==> src/hdl/assert_macros.svh <==
// Assertion macros used by the connectivity generator RTL.
// Depends on nothing; the bodies are empty when SYNTH is defined.
`ifndef ASSERT_MACROS_SVH
`define ASSERT_MACROS_SVH
`ifndef SYNTH
`define SCC_ASSERT(label, clk, rst, prop) \
   label: assert property (@(posedge clk) disable iff (rst) prop) \
      else $error("assertion failed");
`define SCC_ASSERT_ALWAYS(label, clk, prop) \
   label: assert property (@(posedge clk) prop) else $error("assertion failed");
`else
`define SCC_ASSERT(label, clk, rst, prop)
`define SCC_ASSERT_ALWAYS(label, clk, prop)
`endif
`endif

==> src/hdl/scc_pkg.sv <==
// Types and constants of the structured cell connectivity generator.
// Used by scc_div and structured_cell_connectivity_gen.
package scc_pkg;
   localparam int DIV_W = 30;
   localparam int DIV_STEPS = 5;
   localparam int CNT_W = 11;

   localparam logic [2:0] ET_TRI   = 3'd0;
   localparam logic [2:0] ET_QUAD  = 3'd1;
   localparam logic [2:0] ET_TET   = 3'd2;
   localparam logic [2:0] ET_PRISM = 3'd3;
   localparam logic [2:0] ET_HEXA  = 3'd4;

   localparam logic [2:0] REG_TYPE  = 3'd0;
   localparam logic [2:0] REG_ORDER = 3'd1;
   localparam logic [2:0] REG_CX    = 3'd2;
   localparam logic [2:0] REG_CY    = 3'd3;
   localparam logic [2:0] REG_CZ    = 3'd4;

   typedef enum logic [3:0] {
      V_ID, V_FLIPIJ, V_FLIPIK, V_FLIPJK, V_E4, V_O0, V_O1, V_O2, V_O3, V_O4
   } var_type;

   typedef enum logic [2:0] {
      DS_EMPTY = 3'b001,
      DS_RUN   = 3'b010,
      DS_DONE  = 3'b100
   } div_state_type;

   typedef struct packed {
      logic [2:0] elem;
      logic [4:0] pos;
      logic       edone;
      logic       cdone;
      logic       err;
   } meta_type;
endpackage

==> src/hdl/scc_div.sv <==
// Iterative restoring divider, several quotient bits per cycle.
// Depends on scc_pkg for widths and state codes.
module scc_div (
   input  logic                           clock,
   input  logic                           reset,
   input  logic                           in_valid,
   output logic                           in_ready,
   input  logic [scc_pkg::DIV_W-1:0]      dividend,
   input  logic [scc_pkg::CNT_W-1:0]      divisor,
   output logic                           out_valid,
   input  logic                           out_ready,
   output logic [scc_pkg::DIV_W-1:0]      quotient,
   output logic [scc_pkg::CNT_W-1:0]      remainder
);
   localparam int DW = scc_pkg::DIV_W;
   localparam int RW = scc_pkg::CNT_W;
   localparam int ITER = DW / scc_pkg::DIV_STEPS;
   localparam int IW = $clog2(ITER);

   scc_pkg::div_state_type state_ff, state_in;
   logic [DW-1:0] q_ff, q_in;
   logic [RW-1:0] r_ff, r_in;
   logic [RW-1:0] d_ff, d_in;
   logic [IW-1:0] cnt_ff, cnt_in;
   logic [DW-1:0] qs;
   logic [RW-1:0] rs;
   logic [RW:0]   t;

   assign in_ready  = (state_ff == scc_pkg::DS_EMPTY);
   assign out_valid = (state_ff == scc_pkg::DS_DONE);
   assign quotient  = q_ff;
   assign remainder = r_ff;

   always_comb begin
      qs = q_ff;
      rs = r_ff;
      t  = '0;
      for (int b = 0; b < scc_pkg::DIV_STEPS; b++) begin
         t = {rs, qs[DW-1]};
         if (t >= {1'b0, d_ff}) begin
            rs = RW'(t - {1'b0, d_ff});
            qs = {qs[DW-2:0], 1'b1};
         end else begin
            rs = t[RW-1:0];
            qs = {qs[DW-2:0], 1'b0};
         end
      end
   end

   always_comb begin
      state_in = state_ff;
      q_in = q_ff;
      r_in = r_ff;
      d_in = d_ff;
      cnt_in = cnt_ff;
      case (state_ff)
         scc_pkg::DS_EMPTY: begin
            if (in_valid) begin
               q_in = dividend;
               r_in = '0;
               d_in = divisor;
               cnt_in = '0;
               state_in = scc_pkg::DS_RUN;
            end
         end
         scc_pkg::DS_RUN: begin
            q_in = qs;
            r_in = rs;
            cnt_in = IW'(cnt_ff + 1'b1);
            if (cnt_ff == IW'(ITER - 1)) state_in = scc_pkg::DS_DONE;
         end
         scc_pkg::DS_DONE: begin
            if (out_ready) state_in = scc_pkg::DS_EMPTY;
         end
         default: state_in = scc_pkg::DS_EMPTY;
      endcase
   end

   always_ff @(posedge clock) begin
      if (reset) begin
         state_ff <= scc_pkg::DS_EMPTY;
         cnt_ff <= '0;
      end else begin
         state_ff <= state_in;
         cnt_ff <= cnt_in;
      end
      q_ff <= q_in;
      r_ff <= r_in;
      d_ff <= d_in;
   end
endmodule

==> src/hdl/structured_cell_connectivity_gen.sv <==
// Structured grid element connectivity generator: cell number in, node numbers out.
// An accepted item passes through both dividers, the node sequencer and the registered
// node number pipeline; it gives N results (1 to 50). Each divider holds one item at a time.
// One result leaves per cycle while rsp_tready is high and the dividers keep up.
// Reset is synchronous and clears control state; the setup registers return to their reset values.
`include "assert_macros.svh"
module structured_cell_connectivity_gen #(
   parameter int MAX_CELLS_PER_AXIS = 1024,
   parameter int MAX_ORDER = 2
) (
   input  logic        clock,
   input  logic        reset,
   input  logic        req_tvalid,
   output logic        req_tready,
   input  logic [31:0] req_tdata,  // cell_number[29:0]
   output logic        rsp_tvalid,
   input  logic        rsp_tready,
   output logic [47:0] rsp_tdata,  // node_number, element_in_cell, node_in_element, element_done
   output logic        rsp_tlast,
   output logic [0:0]  rsp_tuser,  // range_error
   input  logic        csr_valid,
   output logic        csr_ready,
   input  logic [2:0]  csr_index,
   input  logic [10:0] csr_data
);
   localparam int RW = scc_pkg::CNT_W;
   localparam int DW = scc_pkg::DIV_W;

   logic [2:0] type_ff;
   logic [1:0] order_ff;
   logic [RW-1:0] cx_ff, cy_ff, cz_ff;
   logic [1:0] o;
   logic [RW-1:0] nx, ny, nz;
   logic [11:0] onx1, ony1;
   logic is3d;

   function automatic logic [10:0] clampc(input logic [10:0] v);
      return (int'(v) > MAX_CELLS_PER_AXIS) ? 11'(MAX_CELLS_PER_AXIS) : v;
   endfunction

   assign csr_ready = 1'b1;

   always_ff @(posedge clock) begin
      if (reset) begin
         type_ff <= scc_pkg::ET_HEXA;
         order_ff <= 2'd1;
         cx_ff <= 11'd1;
         cy_ff <= 11'd1;
         cz_ff <= 11'd1;
      end else if (csr_valid) begin
         case (csr_index)
            scc_pkg::REG_TYPE:  type_ff <= csr_data[2:0];
            scc_pkg::REG_ORDER: order_ff <= csr_data[1:0];
            scc_pkg::REG_CX:    cx_ff <= csr_data;
            scc_pkg::REG_CY:    cy_ff <= csr_data;
            scc_pkg::REG_CZ:    cz_ff <= csr_data;
            default: ;
         endcase
      end
   end

   always_comb begin
      if (order_ff == 2'd0) o = 2'd1;
      else if (int'(order_ff) > MAX_ORDER) o = 2'(MAX_ORDER);
      else o = order_ff;
   end
   assign nx = clampc(cx_ff);
   assign ny = clampc(cy_ff);
   assign nz = clampc(cz_ff);
   assign onx1 = 12'(12'(o) * 12'(nx) + 12'd1);
   assign ony1 = 12'(12'(o) * 12'(ny) + 12'd1);
   assign is3d = (type_ff >= scc_pkg::ET_TET);

   // Dividers: g / nx, then (g / nx) / ny.
   logic d1_ov, d1_or, d2_ir, d2_ov, d2_or;
   logic [DW-1:0] q1, q2;
   logic [RW-1:0] r1, r2;
   logic [DW-1:0] q1_ff;
   logic [RW-1:0] ci_hold_ff;

   scc_div u_div1 (
      .clock(clock), .reset(reset),
      .in_valid(req_tvalid), .in_ready(req_tready),
      .dividend(req_tdata[DW-1:0]), .divisor(nx),
      .out_valid(d1_ov), .out_ready(d1_or),
      .quotient(q1), .remainder(r1)
   );
   assign d1_or = d2_ir;

   scc_div u_div2 (
      .clock(clock), .reset(reset),
      .in_valid(d1_ov), .in_ready(d2_ir),
      .dividend(q1), .divisor(ny),
      .out_valid(d2_ov), .out_ready(d2_or),
      .quotient(q2), .remainder(r2)
   );

   always_ff @(posedge clock) begin
      if (d1_ov && d2_ir) begin
         q1_ff <= q1;
         ci_hold_ff <= r1;
      end
   end

   // Node sequencer.
   logic en;
   assign en = !rsp_tvalid || rsp_tready;

   logic act_ff, act_in;
   logic [2:0] e_ff, e_in;
   logic [1:0] i_ff, i_in, j_ff, j_in, k_ff, k_in;
   logic [4:0] pos_ff, pos_in;
   logic [RW-1:0] ci_ff, cj_ff, ck_ff;
   logic par_ff, err_ff;
   logic [2:0] nelem;
   logic kfull, jtri, itri;
   logic [1:0] kmax, jmax, imax, x, y, z;
   logic ilast, jlast, klast, elast, clast, step_last;
   logic [RW-1:0] cj_ld, ck_ld;
   logic err_ld;
   scc_pkg::var_type vsel;

   always_comb begin
      nelem = 3'd1;
      kfull = 1'b1;
      jtri = 1'b0;
      itri = 1'b0;
      case (type_ff)
         scc_pkg::ET_TRI:   begin nelem = 3'd2; kfull = 1'b0; itri = 1'b1; end
         scc_pkg::ET_QUAD:  begin kfull = 1'b0; end
         scc_pkg::ET_TET:   begin nelem = 3'd5; jtri = 1'b1; itri = 1'b1; end
         scc_pkg::ET_PRISM: begin nelem = 3'd2; itri = 1'b1; end
         default: ;
      endcase
   end

   always_comb begin
      vsel = scc_pkg::V_ID;
      if (type_ff == scc_pkg::ET_TET) begin
         case (e_ff)
            3'd0: vsel = par_ff ? scc_pkg::V_O0 : scc_pkg::V_ID;
            3'd1: vsel = par_ff ? scc_pkg::V_O1 : scc_pkg::V_FLIPIK;
            3'd2: vsel = par_ff ? scc_pkg::V_O2 : scc_pkg::V_FLIPJK;
            3'd3: vsel = par_ff ? scc_pkg::V_O3 : scc_pkg::V_FLIPIJ;
            default: vsel = par_ff ? scc_pkg::V_O4 : scc_pkg::V_E4;
         endcase
      end else if (e_ff == 3'd1) begin
         vsel = scc_pkg::V_FLIPIJ;
      end
   end

   always_comb begin
      case (vsel)
         scc_pkg::V_FLIPIJ: begin x = o - i_ff; y = o - j_ff; z = k_ff; end
         scc_pkg::V_FLIPIK: begin x = o - i_ff; y = j_ff; z = o - k_ff; end
         scc_pkg::V_FLIPJK: begin x = i_ff; y = o - j_ff; z = o - k_ff; end
         scc_pkg::V_E4: begin x = o - j_ff - k_ff; y = i_ff + j_ff; z = i_ff + k_ff; end
         scc_pkg::V_O0: begin x = i_ff + j_ff + k_ff; y = j_ff; z = k_ff; end
         scc_pkg::V_O1: begin x = o - j_ff; y = o - k_ff; z = i_ff + j_ff + k_ff; end
         scc_pkg::V_O2: begin x = j_ff; y = o - i_ff; z = k_ff; end
         scc_pkg::V_O3: begin x = i_ff; y = j_ff; z = i_ff + j_ff + k_ff; end
         scc_pkg::V_O4: begin x = i_ff + j_ff; y = j_ff + k_ff; z = k_ff + i_ff; end
         default: begin x = i_ff; y = j_ff; z = k_ff; end
      endcase
   end

   always_comb begin
      kmax = kfull ? o : 2'd0;
      jmax = jtri ? o - k_ff : o;
      imax = itri ? (jtri ? o - j_ff - k_ff : o - j_ff) : o;
      ilast = (i_ff == imax);
      jlast = (j_ff == jmax);
      klast = (k_ff == kmax);
      elast = ilast && jlast && klast;
      clast = elast && (e_ff == 3'(nelem - 3'd1));
      step_last = act_ff && (err_ff || clast);
   end

   assign d2_or = en && (!act_ff || step_last);

   always_comb begin
      cj_ld = is3d ? r2 : q1_ff[RW-1:0];
      ck_ld = is3d ? q2[RW-1:0] : '0;
      err_ld = (type_ff > scc_pkg::ET_HEXA) || (nx == '0) || (ny == '0)
             || (is3d ? ((nz == '0) || (q2 >= DW'(nz))) : (q1_ff >= DW'(ny)));
   end

   always_comb begin
      act_in = act_ff;
      e_in = e_ff;
      i_in = i_ff;
      j_in = j_ff;
      k_in = k_ff;
      pos_in = pos_ff;
      if (en && act_ff) begin
         pos_in = 5'(pos_ff + 5'd1);
         if (step_last) begin
            act_in = 1'b0;
         end else if (!ilast) begin
            i_in = i_ff + 2'd1;
         end else if (!jlast) begin
            i_in = '0;
            j_in = j_ff + 2'd1;
         end else if (!klast) begin
            i_in = '0;
            j_in = '0;
            k_in = k_ff + 2'd1;
         end else begin
            i_in = '0;
            j_in = '0;
            k_in = '0;
            pos_in = '0;
            e_in = 3'(e_ff + 3'd1);
         end
      end
      if (d2_ov && d2_or) begin
         act_in = 1'b1;
         e_in = '0;
         i_in = '0;
         j_in = '0;
         k_in = '0;
         pos_in = '0;
      end
   end

   always_ff @(posedge clock) begin
      if (reset) begin
         act_ff <= 1'b0;
      end else begin
         act_ff <= act_in;
      end
      e_ff <= e_in;
      i_ff <= i_in;
      j_ff <= j_in;
      k_ff <= k_in;
      pos_ff <= pos_in;
      if (d2_ov && d2_or) begin
         ci_ff <= ci_hold_ff;
         cj_ff <= cj_ld;
         ck_ff <= ck_ld;
         err_ff <= err_ld;
         par_ff <= ci_hold_ff[0] ^ cj_ld[0] ^ ck_ld[0];
      end
   end

   // Node number pipeline.
   logic v1_ff, v2_ff, v3_ff;
   scc_pkg::meta_type m0, m1_ff, m2_ff, m3_ff;
   logic [12:0] x1_ff, y1_ff, z1_ff, x2_ff, y2_ff, x3_ff;
   logic [24:0] a2_ff;
   logic [37:0] b3_ff;
   logic [33:0] node_ff;
   scc_pkg::meta_type mo_ff;

   always_comb begin
      m0.elem = err_ff ? 3'd0 : e_ff;
      m0.pos = err_ff ? 5'd0 : pos_ff;
      m0.edone = !err_ff && elast;
      m0.cdone = err_ff || clast;
      m0.err = err_ff;
   end

   always_ff @(posedge clock) begin
      if (reset) begin
         v1_ff <= 1'b0;
         v2_ff <= 1'b0;
         v3_ff <= 1'b0;
         rsp_tvalid <= 1'b0;
      end else if (en) begin
         v1_ff <= act_ff;
         v2_ff <= v1_ff;
         v3_ff <= v2_ff;
         rsp_tvalid <= v3_ff;
      end
      if (en) begin
         m1_ff <= m0;
         x1_ff <= 13'(13'(o) * 13'(ci_ff) + 13'(x) + 13'd1);
         y1_ff <= 13'(13'(o) * 13'(cj_ff) + 13'(y));
         z1_ff <= 13'(13'(o) * 13'(ck_ff) + 13'(z));
         m2_ff <= m1_ff;
         a2_ff <= 25'(25'(ony1) * 25'(z1_ff));
         x2_ff <= x1_ff;
         y2_ff <= y1_ff;
         m3_ff <= m2_ff;
         b3_ff <= 38'(38'(onx1) * 38'(a2_ff + 25'(y2_ff)));
         x3_ff <= x2_ff;
         mo_ff <= m3_ff;
         node_ff <= m3_ff.err ? 34'd0 : 34'(b3_ff + 38'(x3_ff));
      end
   end

   assign rsp_tdata = {5'd0, mo_ff.edone, mo_ff.pos, mo_ff.elem, node_ff};
   assign rsp_tlast = mo_ff.cdone;
   assign rsp_tuser = mo_ff.err;

   `SCC_ASSERT(a_err_single, clock, reset, rsp_tvalid && rsp_tuser[0] |-> rsp_tlast && (rsp_tdata[33:0] == 34'd0))
   `SCC_ASSERT(a_elem_range, clock, reset, act_ff && !err_ff |-> e_ff < nelem)
   `SCC_ASSERT(a_last_elem, clock, reset, rsp_tvalid && rsp_tlast && !rsp_tuser[0] |-> rsp_tdata[42])
endmodule

==> config.mk <==
export PLATFORM = sky130hd
export DESIGN_NAME = structured_cell_connectivity_gen
export DESIGN_NICKNAME = d
export VERILOG_FILES = /design/src/hdl/scc_pkg.sv /design/src/hdl/scc_div.sv /design/src/hdl/structured_cell_connectivity_gen.sv
export VERILOG_INCLUDE_DIRS = /design/src /design/src/hdl
export SDC_FILE = /design/constraint.sdc
export NUM_CORES = 2
export LEC_CHECK = 0
export BUFFER_PORTS_ARGS = -buffer_cell sky130_fd_sc_hd__buf_2
export CAP_MARGIN = 20
export CORE_MARGIN = 2
export CORE_UTILIZATION = 40
export DETAILED_ROUTE_END_ITERATION = 6
export HOLD_SLACK_MARGIN = 0.02
export PLACE_DENSITY = 0.57
export SYNTH_ARGS = -nofsm -noshare
export SYNTH_HDL_FRONTEND = slang
export SYNTH_HIERARCHICAL = 1
export SYNTH_SLANG_ARGS = --single-unit
==> constraint.sdc <==
create_clock -name clock -period 31.5 [get_ports clock]
set_input_delay 6.3 -clock clock [delete_from_list [all_inputs] [get_ports clock]]
set_output_delay 6.3 -clock clock [all_outputs]
set_load 0.05 [all_outputs]
==> results.cfg <==
[status]
outcome = complete, no violations

[clock_network]
cts_root_buffer = clkbuf_16
cts_hold_buf = 0
clock_latency_ns = 0.64
cts_resized = 0
cts_tree = yes
htreeDepth = 2
cts_sinks = 463
cts_buffer_depth = 3
clk_pin_slew_worst_paths_ns = 0.06
numCtsBuffers = 51
post_cts_buffers = 0

[timing]
slew_viol_final = 0
finalCritPeriodShare_pct = 41.6
worstMarginPinSlew_ns = 1.06
hold_viol_final = 0
timing.hold.ws_ns = 0.416
fin_tns_setup_ns = 0
finalClockSkew_ns = 0.0319
clock.fmax_ghz = 0.0763
fin_crit_ns = 13.11
setup_viol = 0
rsz0062_at_grt = no
relSlewSlack_pct = 29.1

[synthesis]
syn_area_um2 = 42500
synth_ff_type = edfxtp_1
synth_edf_count = 395
yosysWarnings = 6
yosys.area_share.simple_pct = 17.5
synthAdderAreaFrac_pct = 26.9
synth_top_family_by_area = adder cells
syn_area_per_cell_um2 = 9.54
synthMuxAreaShare_pct = 2.97
synth_cell_types = 104
ys_seq_elements = 463
synth_xor_xnor_area_share_pct = 4.79
synthCells = 4450
ys_seq_area_share_pct = 31.1
async_flop_share_pct = 0
synth-compound-area-share_pct = 9.88

[place]
portBuffers = 95
dp_hpwl_mm = 76.3
globalplace.congestion = 0.867

[global_route]
antenna_found_initial = 11
grt_util_all_layers_pct = 18.3
grt-ovfl-total = 0
grt_pass1_vias = 30300
grt_pass1_wl_mm = 161
grt_max_degree = 82

[setup_path]
worstSetupStartpointType = flip-flop
crit_required_ns = 31.85
cp_max_fo = 15
cpMostUsedCell = o21ai_0
max_stage_delay_ns = 0.81
crit_slowest_cell = nor4_4
arrival_ns = 13.45
path_class = reg -> reg
crit_start = u_div1/quotient[29]
cp-end-kind = flip-flop
r2r_start = u_div1/quotient[29]

[power]
fin_total_pwr_mw = 4.27
p_int_mw = 2.34
powerDensity_nw_per_um2 = 92.1
power_frac_comb_pct = 67.7
clkPwrFrac_pct = 15.1
seqPwrFrac_pct = 17.2
irDropWorstVdd_uv = 924
power_switching_mw = 1.92
leakagePower_nw = 20.6
swShare_pct = 45.0

[drt]
drc = 0
num_vias = 30500
wirelength_mm = 98.1
wl_per_cell_um = 16.5
antenna_left = 0
dr.pass1.iters = 7
first_iter_violations = 1708
vias_per_cell = 5.14

[layout]
layout-drive-gt1-share_pct = 8.17
multiInputGateArea_um2 = 26500
area_delta_synth_final_pct = 9.11
nFillCells = 10100
regArea_um2 = 13200
nNetsFinal = 5235

[min_path]
hold_start = x1_ff[0]
hold_class = reg -> reg

[floorplan]
die_h_um = 330
row_count = 119
die_width_um = 330
die-area_um2 = 109000
ios = 104
start_util_pct = 40.3
core_um2 = 105000

[run]
maxCapViolCount = 0
==> critical path, delay by kind of cell, from the launching register on <==
family	cells	cell delay (ns)
flip-flops	1	0.53
AND/OR/NAND/NOR	11	2.95
multiplexers	3	1.09
AO/OA/AOI/OAI	24	6.18
buffers and inverters	1	0.11
adder cells (fa/ha/maj)	6	1.93
==> power by group through the flow <==
stage / Combinational, mW / Clock, mW / Sequential (mW)
global route: 3.24 / 0.684 / 0.739
floorplan: 2.33 / 0 / 0.737
detailed placement: 2.88 / 0 / 0.748
CTS: 2.90 / 0.662 / 0.735
global placement: 2.85 / 0 / 0.747
finish: 2.89 / 0.644 / 0.735
==> final cells by class <==
class                           count  area share (%)
Inverter                          577            4.69
Sequential cell                   463            28.6
Timing Repair Buffer              148            1.94
Multi-Input combinational cell   3248            57.1
Clock buffer                       56            2.84
Clock inverter                     38            1.09
Tap cell                         1391            3.76
Antenna cell                        6          0.0324
==> layer usage <==
metal	part of all wire [%]	GRT usage, %	vias up
li1	-	-	15000
met1	46	24.9	14800
met2	48	30.5	546
met3	4.1	2.52	150
met4	2.5	5.29	8
met5	0.045	0	-
==> sequential cells by signal, indices dropped and copies added (netlist names), 13 cells and up <==
name	count
y1_ff	13
x3_ff	13
q1_ff	30
z1_ff	13
b3_ff	34
node_ff	34
a2_ff	25
y2_ff	13
u_div1/quotient	30
x1_ff	13
x2_ff	13
u_div2/quotient	30
==> cell families (layout without fill, tap and decap cells) <==
| logic type | count (synthesis) | in the layout |
|---|---|---|
| muxes | 118 | 118 |
| DFF | 463 | 463 |
| buffers and inverters | 743 | 819 |
| xor gates and xnor gates | 225 | 225 |
| adders and majority gates | 695 | 695 |
| other | 2 | 12 |
| AOI/OAI and AO/OA | 635 | 635 |
| and+or+nand+nor | 1569 | 1569 |
==> path summary, 6_finish.rpt <==
path	end	slack, ns	depth (start not counted)
max	u_div1/remainder[4]	18.39	45
min reg2reg	x2_ff[0]	0.42	0
min	x2_ff[0]	0.42	0
max reg2reg	u_div1/remainder[4]	18.39	45
==> stage by stage <==
stage / cells / cell area (um2) / setup slack [ns] / utilization, %
3_3_place_gp: 5824 / 44400 / 18.46 / 42.2
5_1_grt: 5926 / 46300 / 17.30 / 44.0
3_5_place_dp: 5824 / 44400 / 18.38 / 42.2
6_report: 5927 / 46300 / 18.39 / 44.0
2_1_floorplan: 4454 / 42500 / 19.23 / -
4_1_cts: 5918 / 46300 / 18.35 / 43.9
==> placed cells by master (no fill, tap or decap), drive strengths merged, types with 78 or more instances in the layout <==
cell	instances
nor2	233
fa	365
ha	330
inv	581
xor2	78
nand2	703
edfxtp	395
and2	164
nor2b	90
o21ai	140
a21oi	186
nand3	78
xnor2	143
buf	148
==> cell usage after synthesis (8+ instances only) <==
library cell / count / share of area, %
nand2b_1: 64 / 0.94
dfxtp_1: 68 / 3.2
mux2i_1: 55 / 1.3
nor3_1: 63 / 0.74
o211ai_1: 13 / 0.23
or3_1: 21 / 0.31
edfxtp_1: 395 / 28
nand3b_1: 8 / 0.14
a21o_1: 53 / 0.94
buf_2: 9 / 0.11
o21ai_0: 133 / 1.6
fa_1: 365 / 17
nor2b_1: 90 / 1.3
mux2_2: 63 / 1.7
xnor2_1: 142 / 2.9
nand3_1: 78 / 0.92
and2_1: 164 / 2.4
ha_1: 330 / 9.7
buf_4: 11 / 0.19
o31a_1: 9 / 0.19
clkbuf_1: 135 / 1.2
o22ai_1: 13 / 0.19
o2111ai_1: 8 / 0.17
and4_1: 8 / 0.17
o21bai_1: 13 / 0.23
and3_1: 24 / 0.35
nor2_1: 232 / 2.1
xor2_1: 78 / 1.6
nand4_1: 38 / 0.56
o31ai_1: 22 / 0.39
a21boi_0: 19 / 0.34
nor4_1: 22 / 0.32
or2_2: 15 / 0.22
nor3b_1: 9 / 0.16
a211oi_1: 17 / 0.30
a21oi_1: 184 / 2.2
a31oi_1: 16 / 0.24
nand2_1: 702 / 6.2
inv_1: 574 / 5.1
o21a_1: 31 / 0.55
Note: power is estimated with default switching activity, not from simulation.
